File: config.mk
export PLATFORM = sky130hd
export DESIGN_NAME = cartridge_bank_mapper
export DESIGN_NICKNAME = d
export VERILOG_FILES = /design/src/sv/cbm_pkg.sv /design/src/sv/cartridge_bank_mapper.sv
export SDC_FILE = /design/constraint.sdc
export NUM_CORES = 1
export LEC_CHECK = 0
export BUFFER_PORTS_ARGS = -buffer_cell sky130_fd_sc_hd__clkbuf_2
export CAP_MARGIN = 10
export CORE_UTILIZATION = 56
export CTS_CLUSTER_DIAMETER = 150
export DETAILED_ROUTE_END_ITERATION = 12
export PLACE_DENSITY = 0.76
export RECOVER_POWER = 25
export SLEW_MARGIN = 20
export SYNTH_ARGS = -nofsm -noshare
export SYNTH_HDL_FRONTEND = slang
export SYNTH_SLANG_ARGS = --single-unit
File: constraint.sdc
create_clock -name clk -period 4.21 [get_ports clk]
set_clock_uncertainty 0.15 [all_clocks]
set_input_delay 0.2105 -clock clk [delete_from_list [all_inputs] [get_ports clk]]
set_output_delay 0.2105 -clock clk [all_outputs]
set_load 0.005 [all_outputs]
File: src/sv/cbm_pkg.sv
// Shared codes and constants for the cartridge bank mapper.
`default_nettype none

package cbm_pkg;

  // Largest bank counts the mapper supports
  localparam int MAX_ROM_BANKS = 512;
  localparam int MAX_RAM_BANKS = 16;

  typedef logic [1:0] ctrl_t;
  typedef logic [1:0] target_t;
  typedef logic [1:0] cfg_idx_t;

  // Controller kinds
  localparam ctrl_t CTRL_ROM_ONLY = 2'd0;
  localparam ctrl_t CTRL_MBC1     = 2'd1;
  localparam ctrl_t CTRL_MBC5     = 2'd2;

  // Result target codes
  localparam target_t TGT_NONE = 2'd0;
  localparam target_t TGT_ROM  = 2'd1;
  localparam target_t TGT_RAM  = 2'd2;

  // Configuration register indexes
  localparam cfg_idx_t CFG_CONTROLLER = 2'd0;
  localparam cfg_idx_t CFG_ROM_BANKS  = 2'd1;
  localparam cfg_idx_t CFG_RAM_BANKS  = 2'd2;

  // Bank register region select (address bits 14:13)
  localparam logic [1:0] REG_RAM_EN   = 2'd0;
  localparam logic [1:0] REG_ROM_LO   = 2'd1;
  localparam logic [1:0] REG_BANK_HI  = 2'd2;
  localparam logic [1:0] REG_MODE     = 2'd3;

  localparam logic [2:0] RAM_WINDOW   = 3'b101; // A000-BFFF in address bits 15:13
  localparam logic [7:0] RAM_EN_KEY   = 8'h0A;

  localparam int CFG_DATA_W = 10;
  localparam int IN_DATA_W  = 24;
  localparam int OUT_DATA_W = 40;

endpackage : cbm_pkg

`default_nettype wire

File: src/sv/cartridge_bank_mapper.sv
// Cartridge bank mapper: bus access to external ROM/RAM offset, MBC1/MBC5 bank registers.
// Each access is held in the input register, then in the result register.
// Throughput: one access per cycle while out_tready does not stall; the bank register update
//   and offset mapping complete in the same cycle an access moves from input to result register.
// Reset (rst_n low, synchronous): controller MBC1, 2 ROM banks, no RAM, ROM bank 1,
//   RAM bank 0, ROM banking mode, RAM disabled; both pipeline stages empty.
`default_nettype none

module cartridge_bank_mapper (
  input  wire                          clk,
  input  wire                          rst_n,
  // configuration write channel
  input  wire                          cfg_valid,
  output logic                         cfg_ready,
  input  wire  cbm_pkg::cfg_idx_t      cfg_index,
  input  wire  [cbm_pkg::CFG_DATA_W-1:0] cfg_data,
  // bus access stream
  input  wire                          in_tvalid,
  output logic                         in_tready,
  input  wire  [cbm_pkg::IN_DATA_W-1:0] in_tdata,  // [15:0] address, [23:16] write_data
  input  wire                          in_tuser,   // kind: 0 read, 1 write
  // mapped result stream
  output logic                         out_tvalid,
  input  wire                          out_tready,
  output logic [cbm_pkg::OUT_DATA_W-1:0] out_tdata, // [22:0] mem_offset, [23] ram_write,
                                                    // [31:24] store_data, [32] ram_enabled,
                                                    // [33] unmapped, [39:34] zero
  output cbm_pkg::target_t             out_tuser    // target: 0 none, 1 ROM, 2 RAM
);

  import cbm_pkg::*;

  // ---------------------------------------------------------------------------
  // Configuration registers. The user issues writes only while the mapper is idle;
  // the block itself does not enforce this. The port is always ready.
  // ---------------------------------------------------------------------------
  ctrl_t      controller_r;
  logic [9:0] rom_banks_r;
  logic [4:0] ram_banks_r;

  assign cfg_ready = 1'b1;

  always_ff @(posedge clk) begin
    if (!rst_n) begin
      controller_r <= CTRL_MBC1;
      rom_banks_r  <= 10'd2;
      ram_banks_r  <= 5'd0;
    end else if (cfg_valid && cfg_ready) begin
      unique case (cfg_index)
        CFG_CONTROLLER: controller_r <= cfg_data[1:0];
        CFG_ROM_BANKS:  rom_banks_r  <= cfg_data[9:0];
        CFG_RAM_BANKS:  ram_banks_r  <= cfg_data[4:0];
        default: ;  // index past the register list: ignored
      endcase
    end
  end

  // ---------------------------------------------------------------------------
  // Pipeline control. Stage 1 holds the accepted access; it moves into the
  // result register whenever that register is empty or being drained.
  // ---------------------------------------------------------------------------
  logic        s1_valid_r;
  logic        s1_kind_r;
  logic [15:0] s1_addr_r;
  logic [7:0]  s1_data_r;
  logic        advance;

  assign advance   = !out_tvalid || out_tready;
  assign in_tready = !s1_valid_r || advance;

  always_ff @(posedge clk) begin
    if (!rst_n) begin
      s1_valid_r <= 1'b0;
    end else if (in_tready) begin
      s1_valid_r <= in_tvalid;
    end
  end

  always_ff @(posedge clk) begin
    if (in_tvalid && in_tready) begin
      s1_kind_r <= in_tuser;
      s1_addr_r <= in_tdata[15:0];
      s1_data_r <= in_tdata[23:16];
    end
  end

  // ---------------------------------------------------------------------------
  // Bank state
  // ---------------------------------------------------------------------------
  logic [8:0] rom_bank_r, rom_bank_nxt;
  logic [3:0] ram_bank_r, ram_bank_nxt;
  logic       mode_r,     mode_nxt;     // 1: RAM banking mode (MBC1)
  logic       ram_en_r,   ram_en_nxt;

  // Clamp limits from the bank counts
  logic [8:0] rom_top;
  logic [4:0] ram_count;

  always_comb begin
    if (rom_banks_r < 10'd2) begin
      rom_top = 9'd1;
    end else if (rom_banks_r > 10'(MAX_ROM_BANKS)) begin
      rom_top = 9'(MAX_ROM_BANKS - 1);
    end else begin
      rom_top = 9'(rom_banks_r - 10'd1);
    end
    if (ram_banks_r > 5'(MAX_RAM_BANKS)) begin
      ram_count = 5'(MAX_RAM_BANKS);
    end else begin
      ram_count = ram_banks_r;
    end
  end

  function automatic logic [8:0] clamp_rom(input logic [8:0] b, input logic [8:0] top);
    return (b > top) ? top : b;
  endfunction

  function automatic logic [3:0] clamp_ram(input logic [3:0] b, input logic [4:0] n);
    logic [4:0] last;
    last = n - 5'd1;
    if (n == 5'd0) begin
      return 4'd0;
    end
    return ({1'b0, b} > last) ? last[3:0] : b;
  endfunction

  // ---------------------------------------------------------------------------
  // Address decode, register writes and offset mapping for the access in stage 1
  // ---------------------------------------------------------------------------
  target_t     tgt;
  logic [22:0] off;
  logic        wr;
  logic [7:0]  sd;
  logic        unm;

  always_comb begin
    logic [4:0] lo;
    lo           = s1_data_r[4:0];
    rom_bank_nxt = rom_bank_r;
    ram_bank_nxt = ram_bank_r;
    mode_nxt     = mode_r;
    ram_en_nxt   = ram_en_r;
    tgt          = TGT_NONE;
    off          = '0;
    wr           = 1'b0;
    sd           = '0;
    unm          = 1'b0;

    priority if (s1_addr_r[15:13] == RAM_WINDOW) begin
      // cart RAM window: unmapped without RAM, silent while disabled
      if (ram_count == 5'd0) begin
        unm = 1'b1;
      end else if (ram_en_r) begin
        tgt = TGT_RAM;
        off = {6'd0, ram_bank_r, s1_addr_r[12:0]};
        if (s1_kind_r) begin
          wr = 1'b1;
          sd = s1_data_r;
        end
      end
    end else if (s1_addr_r[15]) begin
      unm = 1'b1;
    end else if (!s1_kind_r) begin
      // ROM read: bank 0 fixed below 4000, switchable bank above
      tgt = TGT_ROM;
      if (!s1_addr_r[14]) begin
        off = {7'd0, s1_addr_r};
      end else begin
        off = {rom_bank_r, s1_addr_r[13:0]};
      end
    end else if (controller_r == CTRL_MBC1) begin
      unique case (s1_addr_r[14:13])
        REG_RAM_EN: begin
          ram_en_nxt = (s1_data_r[3:0] == RAM_EN_KEY[3:0]);
        end
        REG_ROM_LO: begin
          if (lo == 5'd0) begin
            lo = 5'd1;
          end
          rom_bank_nxt = clamp_rom({rom_bank_r[8:5], lo}, rom_top);
        end
        REG_BANK_HI: begin
          if (!mode_r) begin
            rom_bank_nxt = clamp_rom({2'b00, s1_data_r[1:0], rom_bank_r[4:0]}, rom_top);
          end else begin
            ram_bank_nxt = clamp_ram({2'b00, s1_data_r[1:0]}, ram_count);
          end
        end
        REG_MODE: begin
          if (s1_data_r[0]) begin
            // RAM mode keeps only the low 5 bank bits, never bank 0
            if (rom_bank_r[4:0] == 5'd0) begin
              rom_bank_nxt = 9'd1;
            end else begin
              rom_bank_nxt = {4'd0, rom_bank_r[4:0]};
            end
            mode_nxt = 1'b1;
          end else begin
            ram_bank_nxt = 4'd0;
            mode_nxt     = 1'b0;
          end
        end
        default: ;
      endcase
    end else if (controller_r == CTRL_MBC5) begin
      unique case (s1_addr_r[14:13])
        REG_RAM_EN: begin
          ram_en_nxt = (s1_data_r == RAM_EN_KEY);
        end
        REG_ROM_LO: begin
          // 2000-2FFF low bank byte, 3000-3FFF bank bit 8
          if (!s1_addr_r[12]) begin
            rom_bank_nxt = clamp_rom({rom_bank_r[8], s1_data_r}, rom_top);
          end else begin
            rom_bank_nxt = clamp_rom({s1_data_r[0], rom_bank_r[7:0]}, rom_top);
          end
        end
        REG_BANK_HI: begin
          ram_bank_nxt = clamp_ram(s1_data_r[3:0], ram_count);
        end
        REG_MODE: begin
          unm = 1'b1;
        end
        default: ;
      endcase
    end else begin
      // ROM only (or the unused controller code): no registers
      unm = 1'b1;
    end
  end

  logic fire;
  assign fire = s1_valid_r && advance;

  always_ff @(posedge clk) begin
    if (!rst_n) begin
      rom_bank_r <= 9'd1;
      ram_bank_r <= 4'd0;
      mode_r     <= 1'b0;
      ram_en_r   <= 1'b0;
    end else if (fire) begin
      rom_bank_r <= rom_bank_nxt;
      ram_bank_r <= ram_bank_nxt;
      mode_r     <= mode_nxt;
      ram_en_r   <= ram_en_nxt;
    end
  end

  // ---------------------------------------------------------------------------
  // Result register
  // ---------------------------------------------------------------------------
  always_ff @(posedge clk) begin
    if (!rst_n) begin
      out_tvalid <= 1'b0;
    end else if (advance) begin
      out_tvalid <= s1_valid_r;
    end
  end

  always_ff @(posedge clk) begin
    if (fire) begin
      out_tuser <= tgt;
      out_tdata <= {6'd0, unm, ram_en_nxt, sd, wr, off};
    end
  end

endmodule : cartridge_bank_mapper

`default_nettype wire

* Word-level counts from Yosys, hierarchy flattened
Index checks and enable logic that the tools add are counted.
** Cells by class
- Add/sub/neg operators :: 2
- Multiply operators :: 0
- Div/mod/pow operators :: 0
- Magnitude comparators :: 9
- Eq/ne operators :: 18
- Shift operators :: 0
- Mux-type cells :: 71
- Bitwise operators :: 4
- Reductions and logical operators :: 27
** Operator list (number)
- 9-bit two-way mux :: 12
- 23-bit two-way mux :: 4
- 4-bit two-way mux :: 10
- 5-bit two-way mux :: 8
- 17-bit two-way mux :: 2
- 1-bit two-way mux :: 30
- 9-bit greater-than comparator :: 3
- 9-bit one-hot mux with 3 select lines :: 1
- 11-bit AND reduction :: 2
- 3-bit != test (second input constant) :: 7
- 5-bit zero test :: 3
- 12-bit AND reduction :: 1
- 10-bit greater-than comparator (second input constant) :: 1
- 10-bit by 2-bit < comparator with 1-bit output (second input constant) :: 1
- 7-bit by 9-bit greater-than comparator with 1-bit output :: 1
- 9-bit AND reduction :: 1
- 9-bit by 1-bit subtractor with 9-bit output (second input constant) :: 1
- 2-bit equality test (second input constant) :: 4
- 8-bit by 4-bit equality test with 1-bit output (second input constant) :: 1
- 4-bit one-hot mux with 2 select lines :: 1
- 2-bit nonzero test :: 4
- 2-bit by 1-bit equality test with 1-bit output (second input constant) :: 3
- 2-bit two-way mux :: 3
- 2-bit AND reduction :: 3
- 16 further kinds :: 24
** Word-level totals
- Flip-flop bits (word level) :: 95
- Bits in latches :: 0
- Bits in writable memories :: 0
- Bits in read-only memories :: 0
- Input bits :: 42
- Logic and storage cells :: 149
- Memories :: 0

* Logic depth before layout (Yosys ltp)
- Depth after elaboration :: 14
- Mapped depth :: 14
- Depth with buffers taken out :: 13

* Worst setup path after synthesis
Ideal clock, no wire load.
- Path type :: register -> register
- From :: register rom_banks_r[2]
- To :: register rom_bank_r[0]
- Arrival time :: 3.573 ns
- Path slack :: 0.413 ns
- Cell stages (with the launch flop) :: 13
- Path buffers :: 0
- Clock period less this slack :: 3.797 ns
- Path through :: dfxtp_1 > nor4_4 > nand3_2 > or3_4 > a221oi_1 > ha_1 > a211oi_1 > nor2_1 > a21o_1 > o22ai_1 > nor3_1 > or4_1 > a31oi_1
** Between the ends
- Cells in the longest elaborated chain, start to end :: 9
- Elaborated cells between the ends (all ways) :: 22
- Those cells by class :: add/sub: 1; order compare: 6; eq/ne: 2; mux: 12; reduce/logical: 1
** Ends and longest elaborated chain
- from (decl) :: RTL line cartridge_bank_mapper.sv:38 : logic [9:0] rom_banks_r;
- from (signal assigned) :: RTL line cartridge_bank_mapper.sv:51 : CFG_ROM_BANKS: rom_banks_r <= cfg_data[9:0];
- 9-bit by 1-bit subtractor with 9-bit output or 10-bit greater-than comparator (tied branches) :: RTL line cartridge_bank_mapper.sv:105, cartridge_bank_mapper.sv:102
- 9-bit two-way mux :: RTL line cartridge_bank_mapper.sv:102 : end else if (rom_banks_r > 10'(MAX_ROM_BANKS)) begin
- 9-bit two-way mux * :: RTL line cartridge_bank_mapper.sv:100 : if (rom_banks_r < 10'd2) begin
- 9-bit greater-than comparator :: RTL line cartridge_bank_mapper.sv:115 : return (b > top) ? top : b;
- 9-bit two-way mux :: RTL line cartridge_bank_mapper.sv:115
- 9-bit two-way mux :: RTL line cartridge_bank_mapper.sv:212 : if (!s1_addr_r[12]) begin
- 9-bit two-way mux :: RTL line cartridge_bank_mapper.sv:206 : unique case (s1_addr_r[14:13])
- 9-bit two-way mux :: RTL line cartridge_bank_mapper.sv:205 : end else if (controller_r == CTRL_MBC5) begin
- 9-bit two-way mux :: RTL line cartridge_bank_mapper.sv:171 : end else if (controller_r == CTRL_MBC1) begin
- to (signal assigned) :: RTL line cartridge_bank_mapper.sv:242 : rom_bank_r <= rom_bank_nxt;
- to (decl) :: RTL line cartridge_bank_mapper.sv:90 : logic [8:0] rom_bank_r, rom_bank_nxt;
Mark *: on every way between the ends. The rest lies on a longest branch, timed or not. The select of a mux whose other input is x is not followed.
A chain may end at the register's enable or synchronous reset.

* Final worst setup path
- From :: register rom_banks_r[1]
- To :: register rom_bank_r[5]
The elaborated chain is that of the path after synthesis.

==> flow_summary_export.csv <==
group,metric,value,unit
status,outcome,"completed",
power,powerDensity,339,nW/um^2
synth,yosysTopAreaCellShare,36.6,%
min_path,holdPathStages,2,
final_layout,syn2layout_area_growth,21.6,%
synth,syn_avg_cell_area,10.7,sq um
final_layout,seq_area,2510,sq um
job,max_cap_violations,0,
critical_path,setup.worst_path.class,"reg -> reg",
floorplan,chipHeight,96.6,um
global_routing,grt_pass1_vias,3926,
synth,synth_most_common_cell,"edfxtp_1",
final_layout,final_net_count,665,
synth,yosysWarnings,0,
floorplan,die_w,96.6,um
floorplan,coreArea,8680,sq um
final_layout,stdcell_area,6090,sq um
synth,synth_flop_cell,"edfxtp_1",
synth,ys_ff_latch,95,
timing,setup_ws,0.291,ns
floorplan,num_rows,34,
power,ir_drop,194,uV
power,p_leak,2.61,nW
clocking,cts_tree,"done",
synth,synth_edf_count,61,
timing,hold_viol_final,0,
place,pre_cts_slack,0.207,ns
drt,drt-initial-drc-count,248,
timing,finalCriticalPeriod,3.92,ns
drt,ant_nets,0,
critical_path,critPathMaxFanout,6,
place,port_buffers,79,
place,numPlacedInstances,650,
clocking,root_buffer,"clkbuf_8",
final_layout,multi_input_area,2300,sq um
floorplan,start_util,57.7,%
min_path,hp-class,"in -> reg",
timing,slew_headroom,38.4,%
clocking,ctsHtreeMaxLevel,3,
place,postPlaceCellArea,5500,sq um
global_routing,antenna_found_initial,0,
drt,wl_per_cell,18.0,um
place,globalplace.congestion,0.952,
timing,setup_tns,0,ns
synth,synth.area.top_cells,"edfxtp_1 37%, dfxtp_1 14%, ha_1 8.2%",
synth,synth_top_cell_by_area,"edfxtp_1",
drt,drc_errors,0,
timing,slew_viol_final,0,
timing,hold_slack,0.0329,ns
drt,via_per_inst,5.91,
critical_path,cp.required,4.34,ns
critical_path,arrival,4.05,ns
timing,setup_viol,0,
global_routing,grt_use_total,28.1,%
floorplan,ios,87,
timing,fin_crit_sh,93.1,%
clocking,clkSinkCount,95,
floorplan,die-area,9320,sq um
clocking,path_clk_slew,0.10,ns
place,hpwl,9030,um
final_layout,post-route-util,70.1,%
critical_path,start_kind,"flop",
synth,ys_seq_area_share,50.2,%
clocking,worst_skew_pair.late_latency,0.37,ns
critical_path,ff2ff_path_depth,15,
drt,vias,4157,
global_routing,gr-total-overflow,0,
clocking,cts.path.max_buffers,2,
synth,syn-instance-count,468,
final_layout,insertedDiodeCount,0,
synth,ys_types,62,
synth,syn_area,5010,sq um
final_layout,stdcell_count,703,
drt,dr.pass1.iters,5,
global_routing,grt_max_degree,38,
drt,wl,12700,um
critical_path,r2r_slack,0.29,ns
final_layout,fill_cells,646,
final_layout,drive_above_1_share,19.0,%
timing,fmax,0.255,GHz
synth,async_flop_share,0,%
power,p_total,2.06,mW
synth,synth_common_cells,"61 x edfxtp_1, 38 x nor2_1, 34 x dfxtp_1",
global_routing,grt_pass1_wl,19300,um
timing,rsz0062_at_grt,"false",
critical_path,setup.worst_path.end_class,"flop",
timing,tightest_slew,0.921,ns
clocking,cts_buffers,9,
[registers in the layout (all words and copies together) (netlist names)]
register,cells
out_tdata,34
out_tvalid,1
rom_banks_r,10
s1_addr_r,16
mode_r,1
controller_r,2
ram_bank_r,4
rom_bank_r,9
s1_kind_r,1
out_tuser,2
s1_data_r,8
ram_en_r,1
s1_valid_r,1
ram_banks_r,5
[path summary, 6_finish.rpt]
path                                     start              to
worst max-delay path            rom_banks_r[1]   rom_bank_r[5]
worst min-delay path                     rst_n  rom_banks_r[1]
worst max register to register  rom_banks_r[1]   rom_bank_r[5]
worst min register to register   ram_bank_r[2]   ram_bank_r[2]
[critical path, stage by stage (launching register included)]
cell and delay, ns:
dfxtp_1 0.39, inv_1 0.09, ha_1 0.24, xor2_1 0.18
or3_4 0.38, a22oi_1 0.34, buf_4 0.19, ha_1 0.17
and3_1 0.21, o21ai_0 0.09, a31oi_1 0.34, o21ai_0 0.26
a221oi_1 0.36, buf_4 0.20, o21ai_0 0.07, a31oi_1 0.18
[cell type report]
type / instances / area share [%]
flip-flops and latches: 95 / 41.3
multi-input cells: 334 / 37.8
repair buffers: 130 / 14.0
well taps: 108 / 2.22
clock buffers: 9 / 2.03
clock inverters: 7 / 1.42
inverters: 20 / 1.23
[routing by layer]
metal  up-vias  routed length [um]  share of wire (%)  global-route usage [%]
li1       1975                   -                  -                       -
met1      1958                5320                 42                    34.9
met2       190                6220                 49                    47.6
met3        34                 750                5.9                    5.16
met4         0                 371                2.9                    12.9
met5         -                   0                  0                       0
[logic make-up after synthesis]
kind of cell / after synthesis / share of synthesized area, %
fa+ha+maj: 33 / 8.25
other cells: 2 / 0.150
flops: 95 / 50.2
mux: 21 / 4.32
buf+inv: 44 / 4.67
compound gates: 108 / 14.5
simple gates: 159 / 16.8
xor+xnor: 6 / 1.05
[what timing repair did]
action	4_1_cts	5_1_grt
gates resized for setup	0	4
hold endpoints to repair	42	0
hold buffers	37	0
endpoints found under the setup margin	0	8
buffers inserted	0	0
[power breakdown]
part | leakage [nW] | switching [mW] | internal, mW
sequential | 0.857 | 0.0310 | 1.03
combinational | 1.65 | 0.200 | 0.157
clock | 0.110 | 0.352 | 0.291
[placed cells by master, fill, tap and decap left out, types with 4 or more instances in the layout]
cell type      count
clkbuf_2          63
edfxtp_1          61
nor2_1            38
dlygate4sd3_1     37
dfxtp_1           34
ha_1              33
nand2_1           28
o21ai_0           23
a21oi_1           19
inv_1             19
nor2b_1           19
mux2i_1           19
and3_1            18
clkbuf_1          15
nand3_1           14
buf_4             14
nor3_1            13
a31oi_1           10
a211oi_1          10
clkbuf_8           9
o21bai_1           7
conb_1             7
a22o_1             6
nand4_1            5
nand3b_1           4
a21o_1             4
o211ai_1           4
No activity file was read; power rests on OpenSTA's default activity.
